$ cat src/hw/rtl/b2oc_pkg.sv
// Shared types and constants of the 2x2 opening check block.
package b2oc_pkg;

  // Widths fixed by the register map and the result word
  localparam int unsigned DIM_W   = 7;
  localparam int unsigned POS_W   = 6;
  localparam int unsigned COUNT_W = 12;
  localparam logic [COUNT_W-1:0] COUNT_MAX = {COUNT_W{1'b1}};

  // Configuration register indexes
  localparam int unsigned CFG_IDX_W = 1;
  typedef enum logic [CFG_IDX_W-1:0] {
    REG_IMAGE_ROWS = 1'b0,
    REG_IMAGE_COLS = 1'b1
  } cfg_reg_e;

  // Result word kinds
  typedef enum logic {
    KIND_STAMP   = 1'b0,
    KIND_VERDICT = 1'b1
  } kind_e;

  // One result word
  typedef struct packed {
    kind_e              kind;
    logic [POS_W-1:0]   stamp_row;
    logic [POS_W-1:0]   stamp_col;
    logic               reconstructible;
    logic [COUNT_W-1:0] stamp_count;
    logic               last;
  } result_t;

endpackage

$ cat src/hw/rtl/binary_2x2_opening_check_core.sv
// Top level of the streaming 2x2 binary opening check.
//
// Pixels enter in raster order, and the block sustains one pixel per clock while the
// resolve stage is not stalled by a full output queue. A pixel is registered on acceptance
// while its line-buffer words are read (above and above-right), and it is resolved in the
// resolve stage. Its results are registered in a two-word output queue that feeds the output.
// A pixel that yields both a stamp and the verdict waits until the queue is empty. The line
// buffer is one MAX_DIM x 2-bit synchronous memory that holds a pixel and a stamp flag per
// column. It has one write port and two read ports, with a bypass for a word still being
// written. Fill counts mark which entries hold live data, so no clearing pass runs after
// reset or between images. Image sizes are read on every pixel. Zero counts as one and
// values above MAX_DIM count as MAX_DIM.
module binary_2x2_opening_check_core
  import b2oc_pkg::*;
#(
  parameter int unsigned MAX_DIM = 64
) (
  input  logic                 clk_i,
  input  logic                 rst_ni,
  // configuration write channel
  input  logic                 cfg_valid_i,
  output logic                 cfg_ready_o,
  input  logic [CFG_IDX_W-1:0] cfg_index_i,
  input  logic [DIM_W-1:0]     cfg_data_i,
  // pixel channel
  input  logic                 in_valid_i,
  output logic                 in_ready_o,
  input  logic                 pixel_i,
  // result channel
  output logic                 out_valid_o,
  input  logic                 out_ready_i,
  output logic                 kind_o,
  output logic [POS_W-1:0]     stamp_row_o,
  output logic [POS_W-1:0]     stamp_col_o,
  output logic                 reconstructible_o,
  output logic [COUNT_W-1:0]   stamp_count_o,
  output logic                 last_o
);

  localparam int unsigned CW = (MAX_DIM > 1) ? $clog2(MAX_DIM) : 1;
  localparam int unsigned NW = CW + 1;
  localparam int unsigned DW = (NW > DIM_W) ? NW : DIM_W;

  // Resolve-stage word
  typedef struct packed {
    logic          pix;
    logic [CW-1:0] row;
    logic [CW-1:0] col;
    logic          row_end;
    logic          image_end;
    logic          last_row;
    logic          up_ok;
    logic          cov_a_ok;
    logic          cov_b_ok;
    logic          fwd_a;
    logic          fwd_b;
  } s1_t;

  // Configuration registers
  logic [DIM_W-1:0] rows_cfg_q, cols_cfg_q;

  // Position counters and fill counts
  logic [CW-1:0] row_q, row_d, col_q, col_d;
  logic [NW-1:0] hwm_q, hwm_d, plen_q, plen_d;

  // Resolve stage
  logic          s1_valid_q;
  s1_t           s1_q;
  logic          s1_fire;

  // Line buffer: bit 1 pixel, bit 0 stamp found at that column
  logic [1:0]    line_mem [MAX_DIM];
  logic [1:0]    rd_a_q, rd_b_q, fwd_word_q;
  logic [CW-1:0] addr_b;
  logic [1:0]    wr_word;

  // Row context
  logic          left_q, diag_q, dcov_q, last_stamp_q, mism_q;
  logic [COUNT_W-1:0] cnt_q;

  // Output queue
  result_t       oq_q [2];
  logic          oq_wr_q, oq_rd_q;
  logic [1:0]    oq_cnt_q;

  logic          accept;
  logic [DW-1:0] rows_eff, cols_eff, col_p1_w, row_p1_w;
  logic [NW-1:0] col_p1;
  logic          row_end, last_row, image_end;

  // Configuration writes are always taken
  assign cfg_ready_o = 1'b1;

  always_ff @(posedge clk_i or negedge rst_ni) begin
    if (!rst_ni) begin
      rows_cfg_q <= DIM_W'(64);
      cols_cfg_q <= DIM_W'(64);
    end else if (cfg_valid_i) begin
      unique case (cfg_reg_e'(cfg_index_i))
        REG_IMAGE_ROWS: rows_cfg_q <= cfg_data_i;
        REG_IMAGE_COLS: cols_cfg_q <= cfg_data_i;
        default: ;
      endcase
    end
  end

  // Clamp sizes and find row and image ends of the incoming pixel
  always_comb begin
    rows_eff = DW'(rows_cfg_q);
    cols_eff = DW'(cols_cfg_q);
    if (rows_eff == '0) begin
      rows_eff = DW'(1);
    end else if (rows_eff > DW'(MAX_DIM)) begin
      rows_eff = DW'(MAX_DIM);
    end
    if (cols_eff == '0) begin
      cols_eff = DW'(1);
    end else if (cols_eff > DW'(MAX_DIM)) begin
      cols_eff = DW'(MAX_DIM);
    end
    col_p1_w  = DW'(col_q) + DW'(1);
    row_p1_w  = DW'(row_q) + DW'(1);
    col_p1    = NW'(col_q) + NW'(1);
    row_end   = (col_p1_w >= cols_eff);
    last_row  = (row_p1_w >= rows_eff);
    image_end = row_end && last_row;
  end

  assign accept = in_valid_i && in_ready_o;
  assign addr_b = col_q + CW'(1);

  // Advance position and fill counts
  always_comb begin
    col_d  = col_q;
    row_d  = row_q;
    hwm_d  = hwm_q;
    plen_d = plen_q;
    if (accept) begin
      if (image_end) begin
        col_d  = '0;
        row_d  = '0;
        hwm_d  = '0;
        plen_d = '0;
      end else begin
        if (col_p1 > hwm_q) begin
          hwm_d = col_p1;
        end
        if (row_end) begin
          col_d  = '0;
          row_d  = row_q + CW'(1);
          plen_d = col_p1;
        end else begin
          col_d = CW'(col_p1);
        end
      end
    end
  end

  always_ff @(posedge clk_i or negedge rst_ni) begin
    if (!rst_ni) begin
      col_q  <= '0;
      row_q  <= '0;
      hwm_q  <= '0;
      plen_q <= '0;
    end else begin
      col_q  <= col_d;
      row_q  <= row_d;
      hwm_q  <= hwm_d;
      plen_q <= plen_d;
    end
  end

  // Resolve stage: memory data, row context, checks
  logic          c0, up, s_a, s_b, upc, stamp;
  logic          left_eff, diag_eff, dcov_eff, lst_eff, dcov2;
  logic          mism_new;
  logic [COUNT_W-1:0] cnt_new;
  logic [1:0]    word_a, word_b;
  logic [1:0]    n_push, oq_space;

  always_comb begin
    word_a   = s1_q.fwd_a ? fwd_word_q : rd_a_q;
    word_b   = s1_q.fwd_b ? fwd_word_q : rd_b_q;
    c0       = (s1_q.col == '0);
    up       = s1_q.up_ok && word_a[1];
    s_a      = s1_q.cov_a_ok && word_a[0];
    s_b      = s1_q.cov_b_ok && word_b[0];
    left_eff = !c0 && left_q;
    diag_eff = !c0 && diag_q;
    dcov_eff = !c0 && dcov_q;
    lst_eff  = !c0 && last_stamp_q;
    stamp    = (s1_q.row != '0) && !c0 && diag_eff && up && left_eff && s1_q.pix;
    dcov2    = dcov_eff || stamp;
    upc      = s_a || s_b || stamp;
    mism_new = mism_q;
    // above-left pixel is final once its right neighbour is passed
    if ((s1_q.row != '0) && !c0 && (diag_eff != dcov2)) begin
      mism_new = 1'b1;
    end
    // above pixel at the row end
    if ((s1_q.row != '0) && s1_q.row_end && (up != upc)) begin
      mism_new = 1'b1;
    end
    // bottom row pixels are final as they pass
    if (s1_q.last_row && !c0 && (left_eff != (lst_eff || stamp))) begin
      mism_new = 1'b1;
    end
    if (s1_q.last_row && s1_q.row_end && (s1_q.pix != stamp)) begin
      mism_new = 1'b1;
    end
    cnt_new = cnt_q;
    if (stamp && (cnt_q != COUNT_MAX)) begin
      cnt_new = cnt_q + COUNT_W'(1);
    end
    n_push   = {1'b0, stamp} + {1'b0, s1_q.image_end};
    oq_space = 2'd2 - oq_cnt_q;
    wr_word  = {s1_q.pix, stamp};
  end

  assign s1_fire    = s1_valid_q && (n_push <= oq_space);
  assign in_ready_o = !s1_valid_q || s1_fire;

  // Capture the pixel and its read context
  always_ff @(posedge clk_i or negedge rst_ni) begin
    if (!rst_ni) begin
      s1_valid_q <= 1'b0;
    end else if (accept) begin
      s1_valid_q <= 1'b1;
    end else if (s1_fire) begin
      s1_valid_q <= 1'b0;
    end
  end

  always_ff @(posedge clk_i) begin
    if (accept) begin
      s1_q.pix       <= pixel_i;
      s1_q.row       <= row_q;
      s1_q.col       <= col_q;
      s1_q.row_end   <= row_end;
      s1_q.image_end <= image_end;
      s1_q.last_row  <= last_row;
      s1_q.up_ok     <= (row_q != '0) && (NW'(col_q) < hwm_q);
      s1_q.cov_a_ok  <= (row_q != '0) && (NW'(col_q) < plen_q);
      s1_q.cov_b_ok  <= (row_q != '0) && (col_p1 < plen_q);
      // bypass the word written in this same cycle
      s1_q.fwd_a     <= s1_fire && (s1_q.col == col_q);
      s1_q.fwd_b     <= s1_fire && (NW'(s1_q.col) == col_p1);
      fwd_word_q     <= wr_word;
    end
  end

  // Line buffer ports
  always_ff @(posedge clk_i) begin
    if (s1_fire) begin
      line_mem[s1_q.col] <= wr_word;
    end
  end

  always_ff @(posedge clk_i) begin
    if (accept) begin
      rd_a_q <= line_mem[col_q];
      rd_b_q <= line_mem[addr_b];
    end
  end

  // Hold row context and image totals
  always_ff @(posedge clk_i or negedge rst_ni) begin
    if (!rst_ni) begin
      left_q       <= 1'b0;
      diag_q       <= 1'b0;
      dcov_q       <= 1'b0;
      last_stamp_q <= 1'b0;
      mism_q       <= 1'b0;
      cnt_q        <= '0;
    end else if (s1_fire) begin
      left_q       <= s1_q.pix;
      diag_q       <= up;
      dcov_q       <= upc;
      last_stamp_q <= stamp;
      if (s1_q.image_end) begin
        mism_q <= 1'b0;
        cnt_q  <= '0;
      end else begin
        mism_q <= mism_new;
        cnt_q  <= cnt_new;
      end
    end
  end

  // Output queue: stamp word first, verdict after
  result_t stamp_res, verdict_res, first_res;
  logic    pop;

  always_comb begin
    stamp_res                 = '0;
    stamp_res.kind            = KIND_STAMP;
    stamp_res.stamp_row       = POS_W'(s1_q.row);
    stamp_res.stamp_col       = POS_W'(s1_q.col);
    verdict_res               = '0;
    verdict_res.kind          = KIND_VERDICT;
    verdict_res.reconstructible = !mism_new;
    verdict_res.stamp_count   = cnt_new;
    verdict_res.last          = 1'b1;
    first_res                 = stamp ? stamp_res : verdict_res;
  end

  assign pop = out_valid_o && out_ready_i;

  always_ff @(posedge clk_i) begin
    if (s1_fire && (n_push != 2'd0)) begin
      oq_q[oq_wr_q] <= first_res;
      if (n_push == 2'd2) begin
        oq_q[!oq_wr_q] <= verdict_res;
      end
    end
  end

  always_ff @(posedge clk_i or negedge rst_ni) begin
    if (!rst_ni) begin
      oq_wr_q  <= 1'b0;
      oq_rd_q  <= 1'b0;
      oq_cnt_q <= '0;
    end else begin
      if (s1_fire) begin
        oq_wr_q <= oq_wr_q ^ n_push[0];
      end
      if (pop) begin
        oq_rd_q <= !oq_rd_q;
      end
      oq_cnt_q <= oq_cnt_q + (s1_fire ? n_push : 2'd0) - {1'b0, pop};
    end
  end

  // Drive the result word
  result_t head;
  assign head              = oq_q[oq_rd_q];
  assign out_valid_o       = (oq_cnt_q != '0);
  assign kind_o            = head.kind;
  assign stamp_row_o       = head.stamp_row;
  assign stamp_col_o       = head.stamp_col;
  assign reconstructible_o = head.reconstructible;
  assign stamp_count_o     = head.stamp_count;
  assign last_o            = head.last;

endmodule
$ cat config.mk
export PLATFORM = sky130hd
export DESIGN_NAME = binary_2x2_opening_check_core
export DESIGN_NICKNAME = d
export VERILOG_FILES = /design/src/hw/rtl/b2oc_pkg.sv /design/src/hw/rtl/binary_2x2_opening_check_core.sv
export SDC_FILE = /design/constraint.sdc
export NUM_CORES = 1
export LEC_CHECK = 0
export BUFFER_PORTS_ARGS = -buffer_cell sky130_fd_sc_hd__buf_2
export CORE_MARGIN = 2
export CORE_UTILIZATION = 60
export CTS_BUF_LIST = sky130_fd_sc_hd__clkbuf_4
export DETAILED_ROUTE_END_ITERATION = 12
export MAX_ROUTING_LAYER = met4
export PLACE_DENSITY = 0.75
export RECOVER_POWER = 25
export SETUP_SLACK_MARGIN = 0.3
export SLEW_MARGIN = 25
export SYNTH_ARGS = -nofsm -noshare
export SYNTH_HDL_FRONTEND = slang
export SYNTH_SLANG_ARGS = --single-unit
$ cat constraint.sdc
create_clock -name clk_i -period 15.8 [get_ports clk_i]
set_input_delay 3.16 -clock clk_i [delete_from_list [all_inputs] [get_ports clk_i]]
set_output_delay 3.16 -clock clk_i [all_outputs]
set_load 0.05 [all_outputs]
## After elaboration in Yosys (flattened, before gate mapping)

Memories as Yosys holds them, arrays and structs flattened. A register that Yosys moved wholly into a read port is not among the register bits.
Cells that the tools add are included.
Widths: inputs -> output; s select.

| word-level totals | value |
|---|---|
| register bits after elaboration | 85 |
| bits in writable memories | 182 |
| input bits | 14 |
| output and inout port bits | 30 |
| word-level logic and storage cells | 144 |
| memories kept | 2 |

Memory list:

| name | words | bits a word | read ports | clocked after memory_dff | wr ports | RTL line | source |
|---|---|---|---|---|---|---|---|
| line_mem | 64 | 2 | 2 | 2 | 1 | binary_2x2_opening_check_core.sv:72 | `logic [1:0] line_mem [MAX_DIM];` |
| oq_q | 2 | 27 | 1 | 0 | 2 | binary_2x2_opening_check_core.sv:82 | `result_t oq_q [2];` |

| cells by class | value |
|---|---|
| add/sub/neg operators | 9 |
| order comparisons | 9 |
| equality and inequality tests | 8 |
| multiplexer cells | 32 |
| bitwise gates (word level) | 2 |
| reduce and logical (&&, ||, !) cells | 54 |

Operators by type and width:

| cell | number |
|---|---|
| $mux 7 | 8 |
| $logic_and 1x1->1 | 30 |
| $mux 27 | 1 |
| $mux 12 | 2 |
| $mux 6 | 4 |
| $mux 1 | 15 |
| $add 6x1->7 const B | 2 |
| $ge 7x7->1 | 2 |
| $gt 7x7->1 const B | 2 |
| $logic_not 7->1 | 2 |
| $lt 6x7->1 | 2 |
| $add 12x1->12 const B | 1 |
| $add 6x1->6 const B | 2 |
| $ne 12x12->1 const B | 1 |
| $reduce_bool 6->1 | 2 |
| $reduce_bool 2->1 | 5 |
| $reduce_and 2->1 | 4 |
| $eq 6x7->1 | 1 |
| $gt 7x7->1 | 1 |
| $lt 7x7->1 | 1 |
| $eq 6x6->1 | 1 |
| $logic_not 6->1 | 1 |
| $logic_not 1->1 | 5 |
| $logic_or 1x1->1 | 5 |
| other kinds (10) | 14 |

## Logic depth before layout (Yosys ltp)

| depth | value |
|---|---|
| depth after elaboration | 16 |
| depth in mapped cells | 22 |
| gate-level depth less buffers | 18 |

## Worst setup path before layout

Ideal clock, no wire load.

| path | value |
|---|---|
| path type | register -> output |
| start point | register s1_q[20] (netlist name) |
| end point | output port in_ready_o |
| data arrival time | 4638 ps |
| required time | 12640 ps |
| path slack | 8002 ps |
| stages on the path, launching flop included | 7 |
| buffers on the path | 0 |
| cells stage by stage | edfxtp_1 > nand3_1 > nor3_2 > ha_1 > ha_1 > nor2b_1 > o211ai_1 |

| between the ends | value |
|---|---|
| cells in the longest elaborated chain, start to end | 5 |

Ends and longest elaborated chain:

| element | RTL line | source |
|---|---|---|
| start, declared | binary_2x2_opening_check_core.sv:68 | `s1_t s1_q;` |
| $logic_and 1x1->1 | binary_2x2_opening_check_core.sv:192 | `stamp = (s1_q.row != '0) && !c0 && diag_eff && up && left_eff && s1_q.pix;` |
| net stamp | binary_2x2_opening_check_core.sv:174 | `logic c0, up, s_a, s_b, upc, stamp;` |
| $add 1x1->2 | binary_2x2_opening_check_core.sv:215 | `n_push = {1'b0, stamp} + {1'b0, s1_q.image_end};` |
| $le 2x2->1 | binary_2x2_opening_check_core.sv:220 | `assign s1_fire = s1_valid_q && (n_push <= oq_space);` |
| $logic_and 1x1->1 | binary_2x2_opening_check_core.sv:220 |  |
| $logic_or 1x1->1 | binary_2x2_opening_check_core.sv:221 | `assign in_ready_o = !s1_valid_q \|\| s1_fire;` |
| end, declared | binary_2x2_opening_check_core.sv:27 | `output logic in_ready_o,` |

The timed path passes the listed nets, and every way through them passes these cells.

## Worst setup path after layout

| path | value |
|---|---|
| start point | register s1_q[12] (netlist name) |
| end point | output port in_ready_o |

| between the ends | value |
|---|---|
| cells in the longest elaborated chain, start to end | 11 |
| elaborated cells on any way between the ends | 13 |
| those cells by class | add/sub: 1; order compare: 1; reduce/logical: 11 |

Ends and longest elaborated chain:

| element | RTL line | source |
|---|---|---|
| $logic_not 6->1 (*) | binary_2x2_opening_check_core.sv:184 | `c0 = (s1_q.col == '0);` |
| $logic_not 1->1 (*) | binary_2x2_opening_check_core.sv:188, binary_2x2_opening_check_core.sv:189, binary_2x2_opening_check_core.sv:192 |  |
| $logic_and 1x1->1, on equally long branches | binary_2x2_opening_check_core.sv:192, binary_2x2_opening_check_core.sv:189 |  |
| $logic_and 1x1->1 (2 in series) | binary_2x2_opening_check_core.sv:192 |  |
| $logic_and 1x1->1 (*) (2 in series) | binary_2x2_opening_check_core.sv:192 |  |
| net stamp | binary_2x2_opening_check_core.sv:174 |  |
| $add 1x1->2 (*) | binary_2x2_opening_check_core.sv:215 |  |
| $le 2x2->1 (*) | binary_2x2_opening_check_core.sv:220 |  |
| $logic_and 1x1->1 (*) | binary_2x2_opening_check_core.sv:220 |  |
| $logic_or 1x1->1 (*) | binary_2x2_opening_check_core.sv:221 |  |

The timed path passes the listed nets; every way through them passes the cells marked *.

==> flow_metrics.env <==
export IMPL_dp_hpwl_um=19200
export IMPL_io_buffers=42
export IMPL_worst_ep_arrival_time_ps=5960
export IMPL_track_usage_pct=26.5
export IMPL_critical_path_top_delay_family="buffers and inverters"
export IMPL_setup_viol=0
export IMPL_fmax_mhz=110
export IMPL_cap_viol_max_count=4
export IMPL_hold_ws_ps=477
export IMPL_cts_tree="yes"
export IMPL_status="finished with violations"
export IMPL_first_iter_violations=818
export IMPL_numCtsBuffers=72
export IMPL_hold_viol=0
export IMPL_yosysMostFrequentCell="edfxtp_1"
export IMPL_drt_pass1_iter_count=5
export IMPL_placed_cells=1301
export IMPL_synth_area_per_cell_um2=12.9
export IMPL_finalNetCount=1158
export IMPL_cts_setup_buffers=0
export IMPL_synth_edf_count=180
export IMPL_postCtsHoldBufs=0
export IMPL_layout_setup_ws_ps=6680
export IMPL_path_cells="or3_1 -> or4_1 -> nand2_1 -> nor3_4 -> clkbuf_1 -> inv_2 -> ha_1 -> inv_1 -> ha_1 -> nand2_1 -> o211ai_1 -> buf_2"
export IMPL_num_vias=8793
export IMPL_die_width_um=153
export IMPL_fin_crit_sh_pct=57.7
export IMPL_yosys_most_used_dff="edfxtp_1"
export IMPL_via_per_inst=6.16
export IMPL_synth_top_area_cell="edfxtp_1"
export IMPL_htree_levels=3
export IMPL_wl_per_cell_um=20.6
export IMPL_grt_max_degree=68
export IMPL_final_area_mm2=0.0146
export IMPL_cpPeakStageDelay_ps=1970
export IMPL_die_area_mm2=0.0235
export IMPL_grt_pass1_wl_um=47000
export IMPL_placed_cell_area_mm2=0.0137
export IMPL_tightest_slew_ps=4030
export IMPL_clock_path_buffers=3
export IMPL_cp_buffers_inverters=4
export IMPL_core_area_mm2=0.0218
export IMPL_violations="max-capacitance violations, max-slew violations"
export IMPL_synth_seq_cells=268
export IMPL_grt_pass1_vias=8922
export IMPL_io_pins=44
export IMPL_crit_required_ps=12640
export IMPL_synthTopCellsByCount="180 x edfxtp_1, 88 x nor2_1, 76 x nand2_1"
export IMPL_register_area_mm2=0.00748
export IMPL_finalCriticalPeriod_ps=9120
export IMPL_syn2layout_area_growth_pct=9.07
export IMPL_syn_nets=1095
export IMPL_place_ws_ps=9010
export IMPL_crit_fanout=67
export IMPL_powerDensity_mw_per_mm2=178
export IMPL_p_leak_nw=5.36
export IMPL_finalClockSkew_ps=44.5
export IMPL_async_flop_share_pct=23.1
export IMPL_synth_top_area_share_pct=40.5
export IMPL_ys_types=69
export IMPL_drt_wl_total_um=29500
export IMPL_slew_headroom_pct=-169
export IMPL_drive_gt1_share_pct=25.2
export IMPL_worst_setup_path_type="reg -> out"
export IMPL_clk_pin_slew_ps=60
export IMPL_rsz0062_at_grt="no"
export IMPL_syn_inst=1032
export IMPL_peakVddDrop_uv=79.8
export IMPL_end_kind="output pin"
export IMPL_startpoint_type="register"
export IMPL_initial_core_util_pct=61.2
export IMPL_instances_no_fill=1428
export IMPL_crit_path_top_delay_cell="clkbuf_1"
export IMPL_synth_warnings=0
export IMPL_yosys_top_cells_area="edfxtp_1 40%, dfrtp_1 11%, mux4_2 10%"
export IMPL_root_buffer="clkbuf_4"
export IMPL_r2r_slack_ps=8770
export IMPL_grt_overflow=0
export IMPL_fp_dieH_um=153
export IMPL_syn_area_mm2=0.0134
export IMPL_fin_setup_tns_ps=0
export IMPL_drc=0
export IMPL_gp_congestion=0.871
export IMPL_synth_seq_area_share_pct=56.0
export IMPL_antenna_found_initial=2
export IMPL_row_count=54
export IMPL_ctsResizeCount=0
export IMPL_cts_sinks=268
export IMPL_antenna_left=0
export IMPL_worstSkewPairLatency_ps=700
export IMPL_nFillCells=1627
export IMPL_worstHoldPathType="reg -> reg"
export IMPL_finalMaxSlewViolations=237
export IMPL_multi_input_comb_area_mm2=0.00538
kinds of logic after synthesis:
family | share of synthesized area, %
and+or+nand+nor | 10.6
muxes | 14.7
DFF | 56.0
AOI/OAI and AO/OA | 8.92
buffers and inverters | 3.64
xor gates and xnor gates | 1.57
other | 0.0281
adders and majority gates | 4.59
area by class of cell:
class / count / share of cell area, %
inverter: 44 / 1.13
antenna: 3 / 0.0516
multi-input combinational: 654 / 37.0
tap: 280 / 2.41
clock buffer: 111 / 5.72
clock inverter: 13 / 0.335
sequential: 268 / 51.4
timing repair buffer: 55 / 1.98
cell usage in the layout, fill, tap and decap left out, types with 16 or more instances in the layout:
cell,Yosys,routed
nand3_1,31,31
mux2_2,43,43
buf_2,16,42
o21ai_0,36,36
clkbuf_4,0,111
dfxtp_1,26,26
ha_1,49,49
nand2_1,76,77
dfrtp_1,60,57
edfxtp_1,180,180
nor2_1,88,88
inv_1,42,41
a21oi_1,31,31
a22o_1,33,33
mux4_2,61,61
xnor2_1,16,16
sequential cells by signal, summed over array words and instances, names as in the netlist, 6 cells and up:
signal	flops
col_q	6
plen_q	7
cnt_q	12
s1_q	21
line_mem	128
rows_cfg_q	7
row_q	6
cols_cfg_q	7
oq_q	52
hwm_q	7
power breakdown:
group          switching [mW]  total, mW  internal (mW)
registers               0.100      0.977          0.877
logic                   0.598       1.02          0.423
clock network           0.276      0.593          0.317
total                   0.974       2.59           1.62
final timing paths:
check / startpoint / endpoint / depth (start not counted)
worst min register to register: oq_q[1][23]$_SDFFE_PP0P_ / oq_q[1][23]$_SDFFE_PP0P_ / 1
worst min-delay path: oq_q[1][23]$_SDFFE_PP0P_ / oq_q[1][23]$_SDFFE_PP0P_ / 1
min in group asynchronous: rst_ni / cnt_q[10]$_DFFE_PN0P_ / 2
worst max-delay path: s1_q[12]$_DFFE_PP_ / in_ready_o / 12
worst max register to register: s1_q[12]$_DFFE_PP_ / line_mem[3][0]$_DFFE_PP_ / 14
max in group asynchronous: rst_ni / col_q[1]$_DFFE_PN0P_ / 2
metal layers:
layer	vias up	routed length (µm)	GRT usage, %
li1	4080	-	-
met1	4273	12100	35.2
met2	376	14200	40.9
met3	64	2510	5.84
met4	0	642	9.17
met5	-	0	-
per-stage QoR:
step | power (mW) | util [%]
6_report | 2.59 | 66.7
5_1_grt | 2.75 | 66.7
4_1_cts | 2.59 | 66.8
3_5_place_dp | 1.99 | 62.8
3_3_place_gp | 1.97 | 62.8
2_1_floorplan | 1.74 | -
No activity file was read; power rests on OpenSTA's default activity.
